--- src/design/block_request_prp_splitter_macros.svh ---
// assertion macros for the block request splitter
// used by block_request_prp_splitter.sv, needs nothing else
`ifndef BLOCK_REQUEST_PRP_SPLITTER_MACROS_SVH
`define BLOCK_REQUEST_PRP_SPLITTER_MACROS_SVH

// same-cycle implication
`define BPRS_ASSERT_SAME(label, clk, rstn, ante, cons, msg) \
  label: assert property (@(posedge clk) disable iff (!rstn) (ante) |-> (cons)) \
    else $error(msg);

// next-cycle implication
`define BPRS_ASSERT_NEXT(label, clk, rstn, ante, cons, msg) \
  label: assert property (@(posedge clk) disable iff (!rstn) (ante) |=> (cons)) \
    else $error(msg);

`endif

--- src/design/bprs_pkg.sv ---
// types, constants and codes for the block request splitter
// used by every module of the block, depends on nothing
`default_nettype none

package bprs_pkg;

  localparam int unsigned PADDR_W = 5;
  localparam int unsigned PDATA_W = 64;
  localparam int unsigned PAGE_W  = 17;
  localparam int unsigned BYTES_W = 18;
  localparam int unsigned COUNT_W = 6;

  localparam logic [4:0] PS_MIN = 5'd12;
  localparam logic [4:0] PS_MAX = 5'd16;
  localparam logic [3:0] BS_MIN = 4'd9;
  localparam logic [3:0] BS_MAX = 4'd12;
  localparam logic [5:0] CMD_BLOCKS_CAP     = 6'd32;
  localparam logic [5:0] MAX_REQUEST_BLOCKS = 6'd32;

  localparam logic [4:0]  PS_RESET   = 5'd12;
  localparam logic [3:0]  BS_RESET   = 4'd9;
  localparam logic [5:0]  MAXB_RESET = 6'd32;
  localparam logic [63:0] BASE_RESET = 64'd0;

  localparam logic [1:0] REG_PAGE_SHIFT  = 2'd0;
  localparam logic [1:0] REG_BLOCK_SHIFT = 2'd1;
  localparam logic [1:0] REG_MAX_BLOCKS  = 2'd2;
  localparam logic [1:0] REG_LIST_BASE   = 2'd3;

  localparam logic KIND_ENTRY = 1'b0;
  localparam logic KIND_CMD   = 1'b1;

  typedef struct packed {
    logic        req_type;
    logic [31:0] namespace_id;
    logic [63:0] start_block;
    logic [5:0]  block_count;
    logic [63:0] buffer_addr;
  } req_t;

  typedef struct packed {
    logic        item_kind;
    logic        is_write;
    logic [15:0] cmd_tag;
    logic [31:0] cmd_namespace;
    logic [63:0] cmd_start_block;
    logic [4:0]  blocks_minus_one;
    logic [63:0] first_pointer;
    logic [63:0] second_pointer;
    logic [5:0]  list_index;
    logic [63:0] entry_addr;
    logic        last;
  } res_t;

  // clamped configuration seen by the datapath
  typedef struct packed {
    logic [4:0]  page_shift;
    logic [3:0]  block_shift;
    logic [5:0]  max_blocks;
    logic [63:0] list_base;
  } cfg_t;

  typedef struct packed {
    logic load;
    logic size;
    logic split;
    logic emit_entry;
    logic emit_cmd;
  } dp_cmd_t;

  typedef struct packed {
    logic req_empty;
    logic need_list;
    logic last_entry;
    logic last_cmd;
    logic out_free;
  } dp_status_t;

  typedef enum logic [2:0] {
    ST_IDLE,
    ST_SIZE,
    ST_SPLIT,
    ST_LIST,
    ST_CMD
  } state_e;

endpackage

`default_nettype wire

--- src/design/bprs_cfg.sv ---
// configuration registers with apb-style access and clamping
// depends on bprs_pkg
`default_nettype none

module bprs_cfg (
  input  logic                          clk_i,
  input  logic                          rst_ni,
  input  logic                          psel,
  input  logic                          penable,
  input  logic                          pwrite,
  input  logic [bprs_pkg::PADDR_W-1:0]  paddr,
  input  logic [bprs_pkg::PDATA_W-1:0]  pwdata,
  output logic [bprs_pkg::PDATA_W-1:0]  prdata,
  output logic                          pready,
  output bprs_pkg::cfg_t                cfg_o
);

  logic [4:0]  page_shift_q, page_shift_d;
  logic [3:0]  block_shift_q, block_shift_d;
  logic [5:0]  max_blocks_q, max_blocks_d;
  logic [63:0] list_base_q, list_base_d;
  logic        wr_en;
  logic [1:0]  reg_idx;
  logic [4:0]  ps_c;
  logic [3:0]  bs_c;

  assign pready  = 1'b1;
  assign wr_en   = psel && penable && pwrite && pready;
  assign reg_idx = paddr[4:3];

  always_comb begin
    page_shift_d  = page_shift_q;
    block_shift_d = block_shift_q;
    max_blocks_d  = max_blocks_q;
    list_base_d   = list_base_q;
    if (wr_en) begin
      case (reg_idx)
        bprs_pkg::REG_PAGE_SHIFT:  page_shift_d  = pwdata[4:0];
        bprs_pkg::REG_BLOCK_SHIFT: block_shift_d = pwdata[3:0];
        bprs_pkg::REG_MAX_BLOCKS:  max_blocks_d  = pwdata[5:0];
        bprs_pkg::REG_LIST_BASE:   list_base_d   = pwdata;
        default: ;
      endcase
    end
  end

  always_ff @(posedge clk_i or negedge rst_ni) begin
    if (!rst_ni) begin
      page_shift_q  <= bprs_pkg::PS_RESET;
      block_shift_q <= bprs_pkg::BS_RESET;
      max_blocks_q  <= bprs_pkg::MAXB_RESET;
      list_base_q   <= bprs_pkg::BASE_RESET;
    end else begin
      page_shift_q  <= page_shift_d;
      block_shift_q <= block_shift_d;
      max_blocks_q  <= max_blocks_d;
      list_base_q   <= list_base_d;
    end
  end

  always_comb begin
    case (reg_idx)
      bprs_pkg::REG_PAGE_SHIFT:  prdata = {59'd0, page_shift_q};
      bprs_pkg::REG_BLOCK_SHIFT: prdata = {60'd0, block_shift_q};
      bprs_pkg::REG_MAX_BLOCKS:  prdata = {58'd0, max_blocks_q};
      bprs_pkg::REG_LIST_BASE:   prdata = list_base_q;
      default:                   prdata = '0;
    endcase
  end

  // clamp to legal ranges, block size never above page size
  always_comb begin
    if (page_shift_q < bprs_pkg::PS_MIN) begin
      ps_c = bprs_pkg::PS_MIN;
    end else if (page_shift_q > bprs_pkg::PS_MAX) begin
      ps_c = bprs_pkg::PS_MAX;
    end else begin
      ps_c = page_shift_q;
    end
    if (block_shift_q < bprs_pkg::BS_MIN) begin
      bs_c = bprs_pkg::BS_MIN;
    end else if (block_shift_q > bprs_pkg::BS_MAX) begin
      bs_c = bprs_pkg::BS_MAX;
    end else begin
      bs_c = block_shift_q;
    end
    if ({1'b0, bs_c} > ps_c) begin
      bs_c = ps_c[3:0];
    end
    cfg_o.page_shift  = ps_c;
    cfg_o.block_shift = bs_c;
    if (max_blocks_q == 6'd0) begin
      cfg_o.max_blocks = 6'd1;
    end else if (max_blocks_q > bprs_pkg::CMD_BLOCKS_CAP) begin
      cfg_o.max_blocks = bprs_pkg::CMD_BLOCKS_CAP;
    end else begin
      cfg_o.max_blocks = max_blocks_q;
    end
    cfg_o.list_base = list_base_q;
  end

endmodule

`default_nettype wire

--- src/design/bprs_ctrl.sv ---
// sequencer for the splitter: size, split, list entries, command
// depends on bprs_pkg
`default_nettype none

module bprs_ctrl (
  input  logic                   clk_i,
  input  logic                   rst_ni,
  input  logic                   in_valid_i,
  output logic                   in_ready_o,
  input  bprs_pkg::dp_status_t   status_i,
  output bprs_pkg::dp_cmd_t      cmd_o
);

  bprs_pkg::state_e state_q, state_d;

  always_comb begin
    state_d = state_q;
    case (state_q)
      bprs_pkg::ST_IDLE: begin
        if (in_valid_i && !status_i.req_empty) begin
          state_d = bprs_pkg::ST_SIZE;
        end
      end
      bprs_pkg::ST_SIZE: begin
        state_d = bprs_pkg::ST_SPLIT;
      end
      bprs_pkg::ST_SPLIT: begin
        state_d = status_i.need_list ? bprs_pkg::ST_LIST : bprs_pkg::ST_CMD;
      end
      bprs_pkg::ST_LIST: begin
        if (status_i.out_free && status_i.last_entry) begin
          state_d = bprs_pkg::ST_CMD;
        end
      end
      bprs_pkg::ST_CMD: begin
        if (status_i.out_free) begin
          state_d = status_i.last_cmd ? bprs_pkg::ST_IDLE : bprs_pkg::ST_SIZE;
        end
      end
      default: state_d = bprs_pkg::ST_IDLE;
    endcase
  end

  always_comb begin
    in_ready_o       = 1'b0;
    cmd_o            = '0;
    case (state_q)
      bprs_pkg::ST_IDLE: begin
        in_ready_o = 1'b1;
        cmd_o.load = in_valid_i;
      end
      bprs_pkg::ST_SIZE:  cmd_o.size       = 1'b1;
      bprs_pkg::ST_SPLIT: cmd_o.split      = 1'b1;
      bprs_pkg::ST_LIST:  cmd_o.emit_entry = status_i.out_free;
      bprs_pkg::ST_CMD:   cmd_o.emit_cmd   = status_i.out_free;
      default: ;
    endcase
  end

  always_ff @(posedge clk_i or negedge rst_ni) begin
    if (!rst_ni) begin
      state_q <= bprs_pkg::ST_IDLE;
    end else begin
      state_q <= state_d;
    end
  end

endmodule

`default_nettype wire

--- src/design/bprs_datapath.sv ---
// request registers, chunk sizing, page split and output register
// depends on bprs_pkg
`default_nettype none

module bprs_datapath (
  input  logic                   clk_i,
  input  logic                   rst_ni,
  input  bprs_pkg::req_t         in_data_i,
  input  bprs_pkg::cfg_t         cfg_i,
  input  bprs_pkg::dp_cmd_t      cmd_i,
  output bprs_pkg::dp_status_t   status_o,
  input  logic                   out_ready_i,
  output logic                   out_valid_o,
  output bprs_pkg::res_t         out_data_o
);

  logic                          is_wr_q;
  logic [31:0]                   nsid_q;
  logic [63:0]                   lba_q;
  logic [5:0]                    remaining_q;
  logic [63:0]                   addr_q;
  logic [5:0]                    blocks_q;
  logic [bprs_pkg::BYTES_W-1:0]  bytes_q;
  logic [bprs_pkg::PAGE_W-1:0]   room_q;
  logic [63:0]                   second_q;
  logic [63:0]                   next_q;
  logic [5:0]                    pages_q;
  logic [5:0]                    idx_q;
  logic [15:0]                   cmd_id_q;
  logic                          out_valid_q;
  bprs_pkg::res_t                out_q;

  logic [bprs_pkg::PAGE_W-1:0]   page;
  logic [bprs_pkg::PAGE_W-1:0]   page_mask;
  logic [5:0]                    count_c;
  logic [5:0]                    blocks_c;
  logic [bprs_pkg::BYTES_W-1:0]  bytes_c;
  logic [bprs_pkg::PAGE_W-1:0]   room_c;
  logic                          over_c;
  logic [bprs_pkg::BYTES_W-1:0]  rest_c;
  logic [63:0]                   next_c;
  logic                          list_c;
  logic [bprs_pkg::BYTES_W:0]    round_c;
  logic [5:0]                    pages_c;
  logic [63:0]                   second_c;
  logic                          out_free;
  logic                          last_cmd;
  bprs_pkg::res_t                res_c;

  assign page      = bprs_pkg::PAGE_W'(1) << cfg_i.page_shift;
  assign page_mask = page - bprs_pkg::PAGE_W'(1);

  assign count_c = (in_data_i.block_count > bprs_pkg::MAX_REQUEST_BLOCKS) ?
                   bprs_pkg::MAX_REQUEST_BLOCKS : in_data_i.block_count;

  // chunk size and room left in the current page
  assign blocks_c = (remaining_q < cfg_i.max_blocks) ? remaining_q : cfg_i.max_blocks;
  assign bytes_c  = bprs_pkg::BYTES_W'(blocks_c) << cfg_i.block_shift;
  assign room_c   = page - {1'b0, addr_q[15:0] & page_mask[15:0]};

  // second pointer selection
  assign over_c  = bytes_q > bprs_pkg::BYTES_W'(room_q);
  assign rest_c  = bytes_q - bprs_pkg::BYTES_W'(room_q);
  assign next_c  = addr_q + 64'(room_q);
  assign list_c  = over_c && (rest_c > bprs_pkg::BYTES_W'(page));
  assign round_c = (bprs_pkg::BYTES_W+1)'(rest_c) + (bprs_pkg::BYTES_W+1)'(page_mask);
  assign pages_c = bprs_pkg::COUNT_W'(round_c >> cfg_i.page_shift);

  always_comb begin
    if (!over_c) begin
      second_c = '0;
    end else if (!list_c) begin
      second_c = next_c;
    end else begin
      second_c = cfg_i.list_base;
    end
  end

  assign out_free = !out_valid_q || out_ready_i;
  assign last_cmd = remaining_q == blocks_q;

  assign status_o.req_empty  = in_data_i.block_count == 6'd0;
  assign status_o.need_list  = list_c;
  assign status_o.last_entry = idx_q == (pages_q - 6'd1);
  assign status_o.last_cmd   = last_cmd;
  assign status_o.out_free   = out_free;

  always_comb begin
    res_c = '0;
    if (cmd_i.emit_entry) begin
      res_c.item_kind  = bprs_pkg::KIND_ENTRY;
      res_c.list_index = idx_q;
      res_c.entry_addr = next_q;
    end else begin
      res_c.item_kind        = bprs_pkg::KIND_CMD;
      res_c.is_write         = is_wr_q;
      res_c.cmd_tag          = cmd_id_q;
      res_c.cmd_namespace    = nsid_q;
      res_c.cmd_start_block  = lba_q;
      res_c.blocks_minus_one = 5'(blocks_q - 6'd1);
      res_c.first_pointer    = addr_q;
      res_c.second_pointer   = second_q;
      res_c.last             = last_cmd;
    end
  end

  always_ff @(posedge clk_i or negedge rst_ni) begin
    if (!rst_ni) begin
      out_valid_q <= 1'b0;
      cmd_id_q    <= '0;
    end else begin
      if (cmd_i.emit_entry || cmd_i.emit_cmd) begin
        out_valid_q <= 1'b1;
      end else if (out_ready_i) begin
        out_valid_q <= 1'b0;
      end
      if (cmd_i.emit_cmd) begin
        cmd_id_q <= cmd_id_q + 16'd1;
      end
    end
  end

  always_ff @(posedge clk_i) begin
    if (cmd_i.load) begin
      is_wr_q     <= in_data_i.req_type;
      nsid_q      <= in_data_i.namespace_id;
      lba_q       <= in_data_i.start_block;
      remaining_q <= count_c;
      addr_q      <= in_data_i.buffer_addr;
    end
    if (cmd_i.size) begin
      blocks_q <= blocks_c;
      bytes_q  <= bytes_c;
      room_q   <= room_c;
    end
    if (cmd_i.split) begin
      second_q <= second_c;
      next_q   <= next_c;
      pages_q  <= pages_c;
      idx_q    <= '0;
    end
    if (cmd_i.emit_entry) begin
      next_q <= next_q + 64'(page);
      idx_q  <= idx_q + 6'd1;
    end
    if (cmd_i.emit_cmd) begin
      lba_q       <= lba_q + 64'(blocks_q);
      addr_q      <= addr_q + 64'(bytes_q);
      remaining_q <= remaining_q - blocks_q;
    end
    if (cmd_i.emit_entry || cmd_i.emit_cmd) begin
      out_q <= res_c;
    end
  end

  assign out_valid_o = out_valid_q;
  assign out_data_o  = out_q;

endmodule

`default_nettype wire

--- src/design/block_request_prp_splitter.sv ---
// top level of the block request splitter
// depends on bprs_pkg, bprs_cfg, bprs_ctrl, bprs_datapath and the macros header
//
//   channel   direction  handshake            word
//   in        input      in_valid/in_ready    bprs_pkg::req_t, one request
//   out       output     out_valid/out_ready  bprs_pkg::res_t, list entry or command
//   cfg       input      apb psel/penable     64-bit register write or read
//
// a request is accepted while idle, then each command goes through size, split, any list entries and emit
// requests are taken one at a time; in_ready is high only while the sequencer is idle
// a zero block count is accepted while idle and gives no word
// out_ready low with a word held holds the sequencer in its emit step; the output register frees the input
// reset loads default configuration and clears the command id, no clearing pass
`default_nettype none
`include "block_request_prp_splitter_macros.svh"

module block_request_prp_splitter (
  input  logic                          clk_i,
  input  logic                          rst_ni,
  input  logic                          in_valid_i,
  output logic                          in_ready_o,
  input  bprs_pkg::req_t                in_data_i,
  output logic                          out_valid_o,
  input  logic                          out_ready_i,
  output bprs_pkg::res_t                out_data_o,
  input  logic                          psel,
  input  logic                          penable,
  input  logic                          pwrite,
  input  logic [bprs_pkg::PADDR_W-1:0]  paddr,
  input  logic [bprs_pkg::PDATA_W-1:0]  pwdata,
  output logic [bprs_pkg::PDATA_W-1:0]  prdata,
  output logic                          pready
);

  bprs_pkg::cfg_t        cfg;
  bprs_pkg::dp_cmd_t     dp_cmd;
  bprs_pkg::dp_status_t  dp_status;

  bprs_cfg u_cfg (
    .clk_i   (clk_i),
    .rst_ni  (rst_ni),
    .psel    (psel),
    .penable (penable),
    .pwrite  (pwrite),
    .paddr   (paddr),
    .pwdata  (pwdata),
    .prdata  (prdata),
    .pready  (pready),
    .cfg_o   (cfg)
  );

  bprs_ctrl u_ctrl (
    .clk_i      (clk_i),
    .rst_ni     (rst_ni),
    .in_valid_i (in_valid_i),
    .in_ready_o (in_ready_o),
    .status_i   (dp_status),
    .cmd_o      (dp_cmd)
  );

  bprs_datapath u_datapath (
    .clk_i       (clk_i),
    .rst_ni      (rst_ni),
    .in_data_i   (in_data_i),
    .cfg_i       (cfg),
    .cmd_i       (dp_cmd),
    .status_o    (dp_status),
    .out_ready_i (out_ready_i),
    .out_valid_o (out_valid_o),
    .out_data_o  (out_data_o)
  );

  `BPRS_ASSERT_NEXT(a_busy_after_accept, clk_i, rst_ni, in_valid_i && in_ready_o && (in_data_i.block_count != 6'd0), !in_ready_o, "nonempty request did not start")
  `BPRS_ASSERT_SAME(a_entry_not_last, clk_i, rst_ni, out_valid_o && (out_data_o.item_kind == bprs_pkg::KIND_ENTRY), !out_data_o.last, "list entry marked last")
  `BPRS_ASSERT_SAME(a_busy_until_last, clk_i, rst_ni, out_valid_o && !out_data_o.last, !in_ready_o, "idle before last word")

endmodule

`default_nettype wire
--- config.mk ---
export PLATFORM = sky130hd
export DESIGN_NAME = block_request_prp_splitter
export DESIGN_NICKNAME = d
export VERILOG_FILES = /design/src/design/bprs_pkg.sv /design/src/design/bprs_cfg.sv /design/src/design/bprs_ctrl.sv /design/src/design/bprs_datapath.sv /design/src/design/block_request_prp_splitter.sv
export VERILOG_INCLUDE_DIRS = /design/src /design/src/design
export SDC_FILE = /design/constraint.sdc
export NUM_CORES = 1
export LEC_CHECK = 0
export ABC_AREA = 1
export BUFFER_PORTS_ARGS = -buffer_cell sky130_fd_sc_hd__clkbuf_2
export CAP_MARGIN = 10
export CORE_UTILIZATION = 49
export DETAILED_ROUTE_END_ITERATION = 10
export HOLD_SLACK_MARGIN = 0.15
export PLACE_DENSITY_LB_ADDON = 0.3
export SETUP_SLACK_MARGIN = 0.05
export SLEW_MARGIN = 20
export SYNTH_ARGS = -nofsm -noshare
export SYNTH_HDL_FRONTEND = slang
export SYNTH_HIERARCHICAL = 1
export SYNTH_SLANG_ARGS = --single-unit
--- constraint.sdc ---
create_clock -name clk_i -period 11.1 [get_ports clk_i]
set_input_delay 0.555 -clock clk_i [delete_from_list [all_inputs] [get_ports clk_i]]
set_output_delay 0.555 -clock clk_i [all_outputs]
set_load 0.1 [all_outputs]
; ---- Word level (Yosys, flattened, before mapping)
; Index checks and enable logic that the tools add are counted.
[classes]
bitwise = 1
add_sub_neg = 13
mux = 36
eq_ne = 12
order_cmp = 10
n_shift = 3
reduce_logical = 21
[ops]
columns = op, n
row1 = $mux 64, 7
row2 = $pmux 64 s4, 1
row3 = $add 64x17->64, 2
row4 = $add 64x18->64, 1
row5 = $add 64x6->64, 1
row6 = $mux 6, 8
row7 = $gt 18x17->1, 2
row8 = $add 18x17->19, 1
row9 = $shr 19x5->6, 1
row10 = $shl 6x4->18, 1
row11 = $sub 18x17->18, 1
row12 = $shl 1x5->17 const A, 1
row13 = $sub 17x1->17 const B, 1
row14 = $sub 17x16->17, 1
row15 = $add 16x1->16 const B, 1
row16 = $and 16x16->16, 1
row17 = $pmux 3 s5, 1
row18 = $eq 6x6->1, 2
row19 = $gt 6x6->1 const B, 2
row20 = $logic_not 6->1, 2
row21 = $mux 3, 4
row22 = $mux 4, 3
row23 = $mux 1, 10
row24 = $mux 5, 2
row25 = 24 further kinds, 39
[word_totals]
reg_bits = 765
out_inout_bits = 385
wordCells = 126
in_bits = 243

; ---- Longest topological paths before layout
; Gate-level depths: netlist of the first run.
[depth]
word_depth = 8
mapped_depth = 31
depth_no_buf = 31

; ---- Cells and area by module
; The synthesis of the first run kept the hierarchy.
[modules_own_cells]
columns = mod, n_inst, cells_each, seq_area_each_um2, area_per_inst_um2
row1 = bprs_datapath, 1, 4901, 20424.6, 40795.4
row2 = bprs_cfg, 1, 479, 1983.2, 3759.9
row3 = bprs_ctrl, 1, 36, 75.1, 239.0

; ---- Worst setup path before layout of the first run
; No wires, ideal clock.
[synth_timing]
path_kind = register to register
start = register u_datapath.out_valid_q, in the netlist u_datapath/out_valid_o
end = register u_datapath.out_q, in the netlist u_datapath/out_data_o[0] (enable)
path_buffers = 3
t_arrival_ns = 8.420
t_required_ns = 10.432
setup_time_ns = 0.668
synth_period_minus_slack_ns = 9.088
path_slack_ns = 2.012
path_stages_with_launch = 9
path_cell_list = dfrtp_1 > nand2_1 > buf_4 > inv_1 > nor4_1 > clkbuf_1 > clkbuf_1 > nor2_1 > inv_1
[synth_lines]
columns = element, line_no
row1 = "start, declared", bprs_datapath.sv:30  ; logic out_valid_q;
row2 = "start signal, assigned", bprs_datapath.sv:109  ; out_valid_q <= 1'b0;
row3 = "start signal, assigned", bprs_datapath.sv:113  ; out_valid_q <= 1'b1;
row4 = "start signal, assigned", bprs_datapath.sv:115  ; out_valid_q <= 1'b0;
row5 = "end signal, assigned", bprs_datapath.sv:152  ; out_q <= res_c;
row6 = "end, declared", bprs_datapath.sv:31  ; bprs_pkg::res_t out_q;

==> run summary, run 1 <==
count of TritonRoute iterations in the first routing pass = 7
First DRT Iteration DRCs = 4678
final antenna-violating net count = 0
prevailing post-synth register cell = sky130_fd_sc_hd__edfxtp_1
total setup violations reported at the end of the flow = 0
library cell occupying the most area in the post-synthesis netlist = sky130_fd_sc_hd__edfxtp_1
remaining design rule violation count = 0
number of H-tree levels = 3
cts bufs inserted = 88
Clock Root Buffer = sky130_fd_sc_hd__clkbuf_16
total standard cell area after synthesis = 44800 um^2
WP depth = 28
Post-Route Skew = 0.0374 ns
share of post-route cells with drive strength above 1 = 0.147
starting utilization of the core area = 0.496
hold buffers post-CTS = 122
register-to-register path setup slack = 4.71 ns
Placement Rows = 110
sequential share of the synthesized area = 0.502
flip-flop and latch count after synthesis = 765
number of synthesized flops with an enable pin = 666
headroom to the max-slew limit = 0.207
endpoint of the most critical setup path = u_ctrl/state_q[2]
TritonCTS clock tree = done
chip width = 304 um
core utilization of the finished layout = 0.588
DR vias/cell = 5.49
fraction of post-synthesis cell area in the top cell type by area = 0.446
Syn Area/Cell = 8.27 um^2
wire length per cell after detailed routing = 22.8 um
number of failing hold endpoints at the final stage = 0
endpoint required time on the critical path = 11.67 ns
Post-CTS Setup Bufs = 0
Top Family by Delay on Critical Path = simple AND/OR/NAND/NOR gates
kind of capture point of the worst setup path = register
max-capacitance violation count = 0
area delta synth->final = 18.4%
highest net fanout along the worst path = 80
Power Total = 0.0191 W
final count of pins violating max slew = 0
maximum operating frequency = 156 MHz
peak ir drop on the vdd network = 0.000225 V
most common cell after layout, fill and taps aside = sky130_fd_sc_hd__nand2_1
share of flip-flops with an asynchronous set or reset after synthesis = 0.129
number of antenna violations at the first check in global routing = 15
GRT Util Overall = 0.357
clock insertion delay at the later pin of the skew report = 0.68 ns
Post-Synthesis Cells = 5416
Final Wtd Congestion = 1.01
CP dominant cell by count = sky130_fd_sc_hd__nand2_1
Worst Setup Path Type = reg2reg
overall die height = 304 um
residual overflow from global routing = 0
delay of the slowest cell on the worst path = 0.75 ns
outcome = complete, no violations
Final TNS setup = 0 ns
number of buffer cells added on primary ports = 623
via count of the first global-routing pass = 38487
number of cell instances on the worst register-to-register path = 28
top post-synthesis cells by area = sky130_fd_sc_hd__edfxtp_1 45%, sky130_fd_sc_hd__nand2_1 11%, sky130_fd_sc_hd__inv_1 7.1%, sky130_fd_sc_hd__nor2_1 6.7%, sky130_fd_sc_hd__dfrtp_1 5.3%
critical path arrival = 6.96 ns
Placeable Area = 90300 um^2
clock transition at the registers of the reported paths = 0.06 ns
die area = 92600 um^2
sink count of the clock tree = 765
cells resized by post-CTS repair = 0
WHS = 0.171 ns
final WL = 169000 um
least setup slack across all paths after layout = 4.71 ns
Ys Warns = 6
clock period minus worst slack = 6.39 ns
total via count in the routed design = 40509
kind of start point of the critical path = register
final critical-path share of the clock period = 0.576
critical-path cell with the highest stage delay = sky130_fd_sc_hd__nand2_4
half-perimeter wire length after detailed placement = 131000 um
setup slack at placement = 4.78 ns
origin of the critical flop-to-flop path = u_cfg/page_shift_q[4]
Static Leakage = 24.5 nW
Yosys cell types = 70
total power density per cell area = 359 nW/um^2
Critical path origin = u_cfg/page_shift_q[4]
wire length of the first global-routing pass = 245000 um
R2R Path End = u_ctrl/state_q[2]
maximum number of pins on one net before global-route repair = 164
commonest cells after routing, fill and taps aside = 1334 x sky130_fd_sc_hd__nand2_1, 842 x sky130_fd_sc_hd__inv_1, 795 x sky130_fd_sc_hd__nor2_1, 666 x sky130_fd_sc_hd__edfxtp_1, 622 x sky130_fd_sc_hd__clkbuf_2
unrepaired setup endpoints after global routing = false
maximum clock insertion buffer count = 3
slew at the pin closest to its max-slew limit = 1.19 ns
sum of buffers and inverters on the critical path = 7
total of fill cells in the finished design = 8198
number of nets in the layout = 6509
Tightest Hold Check Type = in2reg
IO Count = 628
==> per-layer routing <==
layer,share of wire,GRT usage
met2,0.45,0.560
met4,0.050,0.172
met1,0.41,0.482
met3,0.085,0.0598
met5,0.00076,0
==> layout make-up <==
| class | instances | area [um^2] | area share |
|---|---|---|---|
| Multi-Input combinational cell | 3638 | 18300 | 0.346 |
| Tap cell | 1176 | 1470 | 0.0277 |
| Clock buffer | 122 | 2420 | 0.0457 |
| Sequential cell | 765 | 22500 | 0.424 |
| Antenna cell | 4 | 10.0 | 0.000189 |
| Clock inverter | 43 | 464 | 0.00875 |
| Timing Repair Buffer | 767 | 4570 | 0.0861 |
| Inverter | 869 | 3280 | 0.0619 |
==> through the flow <==
stage / cell area, um^2 / std cells
3_5_place_dp: 48900 / 7092
5_1_grt: 53000 / 7382
6_report: 53000 / 7384
4_1_cts: 53000 / 7379
3_3_place_gp: 48900 / 7092
2_1_floorplan: 44800 / 5418
==> worst min path at each step <==
stage,from,endpoint,slack [ns],depth (start not counted)
2_1_floorplan,rst_ni,u_cfg/block_shift_q[1],0.26,0
3_3_place_gp,u_cfg/max_blocks_q[4],u_cfg/max_blocks_q[4],0.47,2
3_5_place_dp,u_datapath/cmd_id_q[11],u_datapath/cmd_id_q[11],0.48,1
4_1_cts,in_data_i[72],u_datapath/lba_q[2],0.15,3
5_1_grt,pwdata[2],u_cfg/list_base_q[2],0.17,3
6_report,in_data_i[113],u_datapath/lba_q[43],0.17,3
==> worst register-to-register path, delay by kind of cell, from the launching register on <==
family,cells,cell delay [ns]
AO/OA/AOI/OAI,2,0.33
buffers and inverters,7,1.83
adder cells (fa/ha/maj),1,0.31
flip-flops,1,0.35
AND/OR/NAND/NOR,18,3.48
==> flip-flops by register name (all words and copies together) (netlist names) <==
signal and flops:
u_datapath/remaining_q 6, u_datapath/out_data_o 318, u_datapath/addr_q 64, u_cfg/page_shift_q 5, u_datapath/idx_q 6, u_cfg/block_shift_q 4
u_datapath/second_q 64, u_datapath/is_wr_q 1, u_ctrl/state_q 3, u_datapath/out_valid_o 1, u_cfg/list_base_q 64, u_datapath/bytes_q 18
u_datapath/nsid_q 32, u_cfg/max_blocks_q 6, u_datapath/pages_q 6, u_datapath/next_q 64, u_datapath/cmd_id_q 16, u_datapath/room_q 17
u_datapath/blocks_q 6, u_datapath/lba_q 64
==> cells in the mapped netlist (all sizes together), types with 53 or more instances <==
cell type  instances
nand2           1365
inv              868
nor2             824
edfxtp           666
o21ai            306
nand3            263
xor2             168
a21oi            142
ha               130
nor3             111
dfrtp             94
clkbuf            88
nand4             85
buf               58
a31oi             53
==> cells by family (layout without fill, tap and decap cells) <==
group | after synthesis | in the layout | synth area share
simple gates | 2716 | 2716 | 0.256
buf+inv | 1015 | 1801 | 0.0894
flops | 765 | 765 | 0.502
compound gates | 562 | 562 | 0.0698
xor+xnor | 220 | 220 | 0.0430
fa+ha+maj | 137 | 137 | 0.0394
other cells | 1 | 7 | 0.0000837
==> report_power, final <==
part / internal [W] / total, W / leakage (nW) / switching, W
combinational: 0.00230 / 0.0107 / 15.7 / 0.00835
sequential: 0.00472 / 0.00546 / 7.39 / 0.000741
clock: 0.00168 / 0.00294 / 1.38 / 0.00125
Power figures use the tool's default switching activity.
==> inputs of run 2 (changes only) <==
clock period = 6.5 ns   (was 11.1 ns; I/O delays follow)
==> run 2 against run 1 <==
Sequential power increased by 71%; cell count increased by 1.6%; routed wire length increased by 1.4%; global-route usage increased by 0.53 points; utilization increased by 1.2 points; clock power increased by 65%; clock-buffer cell count decreased by 11; die area unchanged; critical path depth increased by 2; first-iteration DRC count increased by 4.9%; sequential share of layout area decreased by 0.86 points; sequential cell count unchanged; critical endpoint is now u_datapath/pages_q[2]; largest cell class unchanged; largest power group unchanged.
==> run summary, run 2 (synthesized netlist as in run 1, its figures left out) <==
maximum operating frequency = 201 MHz (was 156 MHz)
residual overflow from global routing = 0 (unchanged)
Top Family by Delay on Critical Path = simple AND/OR/NAND/NOR gates (unchanged)
commonest cells after routing, fill and taps aside = 1333 x sky130_fd_sc_hd__nand2_1, 841 x sky130_fd_sc_hd__inv_1, 794 x sky130_fd_sc_hd__nor2_1, 666 x sky130_fd_sc_hd__edfxtp_1, 622 x sky130_fd_sc_hd__clkbuf_2 (was 1334 x sky130_fd_sc_hd__nand2_1, 842 x sky130_fd_sc_hd__inv_1, 795 x sky130_fd_sc_hd__nor2_1, 666 x sky130_fd_sc_hd__edfxtp_1, 622 x sky130_fd_sc_hd__clkbuf_2)
number of antenna violations at the first check in global routing = 24 (was 15)
die area = 92600 um^2 (unchanged)
Placement Rows = 110 (unchanged)
sum of buffers and inverters on the critical path = 6 (was 7)
Worst Setup Path Type = reg2reg (unchanged)
slew at the pin closest to its max-slew limit = 1.10 ns (was 1.19 ns)
area delta synth->final = 20.9% (was 18.4%)
Placeable Area = 90300 um^2 (unchanged)
kind of capture point of the worst setup path = register (unchanged)
headroom to the max-slew limit = 0.263 (was 0.207)
number of flip-flops in the largest register = 318 (unchanged)
number of H-tree levels = 3 (unchanged)
final WL = 171000 um (was 169000 um)
maximum clock insertion buffer count = 3 (unchanged)
maximum number of pins on one net before global-route repair = 172 (was 164)
via count of the first global-routing pass = 39415 (was 38487)
remaining design rule violation count = 0 (unchanged)
DR vias/cell = 5.47 (was 5.49)
Static Leakage = 24.9 nW (was 24.5 nW)
CP dominant cell by count = sky130_fd_sc_hd__nand2_1 (unchanged)
wire length per cell after detailed routing = 22.8 um (about the same)
number of failing hold endpoints at the final stage = 0 (unchanged)
switching power summed over all nets = 0.0178 W (was 0.0103 W)
critical-path cell with the highest stage delay = sky130_fd_sc_hd__dfrtp_1 (was sky130_fd_sc_hd__nand2_4)
starting utilization of the core area = 0.496 (unchanged)
sequential cell area = 22500 um^2 (about the same)
Final TNS setup = 0 ns (unchanged)
count of TritonRoute iterations in the first routing pass = 7 (unchanged)
Clk network pwr share = 0.149 (was 0.154)
highest net fanout along the worst path = 9 (was 80)
final count of pins violating max slew = 0 (unchanged)
post-route cell area = 54200 um^2 (was 53000 um^2)
endpoint required time on the critical path = 6.90 ns (was 11.67 ns)
Clock Root Buffer = sky130_fd_sc_hd__clkbuf_16 (unchanged)
Tightest Hold Check Type = in2async (was in2reg)
switching share of total power = 0.546 (was 0.543)
least setup slack across all paths after layout = 1.52 ns (was 4.71 ns)
combinational share of power = 0.565 (was 0.559)
wire length of the first global-routing pass = 249000 um (was 245000 um)
Post-Route Skew = 0.0410 ns (was 0.0374 ns)
kind of start point of the critical path = register (unchanged)
TritonCTS clock tree = done (unchanged)
most common cell after layout, fill and taps aside = sky130_fd_sc_hd__nand2_1 (unchanged)
final critical-path share of the clock period = 0.767 (was 0.576)
overall die height = 304 um (unchanged)
total cell area at the placement stage = 49000 um^2 (was 48900 um^2)
internal power contribution = 0.0148 W (was 0.00870 W)
total power density per cell area = 603 nW/um^2 (was 359 nW/um^2)
number of nets in the layout = 6624 (was 6509)
half-perimeter wire length after detailed placement = 133000 um (was 131000 um)
Cells after DPL = 7102 (was 7092)
clock period minus worst slack = 4.98 ns (was 6.39 ns)
Final Wtd Congestion = 1.03 (was 1.01)
chip width = 304 um (unchanged)
unrepaired setup endpoints after global routing = false (unchanged)
total via count in the routed design = 41029 (was 40509)
Flop pwr share = 0.286 (about the same)
clock transition at the registers of the reported paths = 0.06 ns (about the same)
delay of the slowest cell on the worst path = 0.46 ns (was 0.75 ns)
share of post-route cells with drive strength above 1 = 0.147 (about the same)
total of fill cells in the finished design = 8008 (was 8198)
fin cells = 7499 (was 7384)
total setup violations reported at the end of the flow = 0 (unchanged)
IO Count = 628 (unchanged)
GRT Util Overall = 0.362 (was 0.357)
outcome = complete, no violations (unchanged)
multi-input logic area = 18400 um^2 (was 18300 um^2)
final antenna-violating net count = 0 (unchanged)
peak ir drop on the vdd network = 0.000428 V (was 0.000225 V)
critical path arrival = 5.39 ns (was 6.96 ns)
cts bufs inserted = 83 (was 88)
number of buffer cells added on primary ports = 623 (unchanged)
setup slack at placement = 1.62 ns (was 4.78 ns)
max-capacitance violation count = 0 (unchanged)
First DRT Iteration DRCs = 4905 (was 4678)
sink count of the clock tree = 765 (unchanged)
clock insertion delay at the later pin of the skew report = 0.68 ns (about the same)
==> run 2: changes by cell type in the layout (fill, tap and decap cells not counted), moves of 2 or more <==
cell,change
sky130_fd_sc_hd__clkbuf_16,-6
sky130_fd_sc_hd__dlygate4sd3_1,+111
sky130_fd_sc_hd__clkbuf_1,-7
sky130_fd_sc_hd__buf_4,+10
sky130_fd_sc_hd__clkbuf_8,+2
sky130_fd_sc_hd__clkinv_2,+5
sky130_fd_sc_hd__diode_2,+5
sky130_fd_sc_hd__clkinv_1,-3
sky130_fd_sc_hd__clkinv_16,+2
==> run 2: final cells by class <==
class | instances | share of cell area
Clock buffer | 111 | 0.0420
Sequential cell | 765 | 0.415
Clock inverter | 44 | 0.00947
Multi-Input combinational cell | 3638 | 0.339
Antenna cell | 9 | 0.000416
Timing Repair Buffer | 887 | 0.106
Inverter | 869 | 0.0605
Tap cell | 1176 | 0.0272
==> run 2: worst reg2reg max path, delay by kind of cell (launching register included) <==
family,cells,cell delay (ns)
xor+xnor,1,0.14
fa+ha+maj,2,0.73
buf+inv,6,0.98
simple gates,21,2.45
flops,1,0.46
==> run 2: power groups by stage <==
stage | sequential [W] | clock [W] | combinational (W)
after floorplan | 0.0138 | 0 | 0.00874
after global placement | 0.00933 | 0 | 0.0179
after detailed placement | 0.00936 | 0 | 0.0180
after CTS | 0.00928 | 0.00492 | 0.0182
after global routing | 0.00946 | 0.00510 | 0.0197
final | 0.00934 | 0.00486 | 0.0184
==> run 2: what timing repair did <==
action	in CTS	in global routing
hold buffers	233	0
endpoints found under the hold margin	283	0
buffers inserted	0	0
resized for setup	0	0
==> run 2: worst paths after layout <==
kind                                           to                   start  slack, ns  depth (start not counted)
setup / recovery            u_datapath/pages_q[2]   u_cfg/page_shift_q[4]       1.52                         30
hold / removal              u_cfg/list_base_q[10]                  rst_ni       0.20                          2
setup reg to reg            u_datapath/pages_q[2]   u_cfg/page_shift_q[4]       1.52                         30
hold reg to reg            u_datapath/cmd_id_q[6]  u_datapath/cmd_id_q[6]       0.50                          2
max in group asynchronous  u_datapath/out_valid_o                  rst_ni       4.85                          3
min in group clk_i          u_cfg/page_shift_q[2]                paddr[3]       0.21                          4
==> run 2: metal layers <==
metal,GRT usage,part of all wire
met3,0.0633,0.087
met1,0.481,0.41
met2,0.582,0.46
met5,0,0.00090
met4,0.160,0.046
==> run 2: stage by stage <==
step	total power (W)	util	hold slack, ns
3_5_place_dp	0.0273	0.543	0.344
5_1_grt	0.0343	0.600	0.238
4_1_cts	0.0324	0.600	0.154
2_1_floorplan	0.0225	-	0.0294
3_3_place_gp	0.0272	0.543	0.339
6_report	0.0326	0.600	0.200
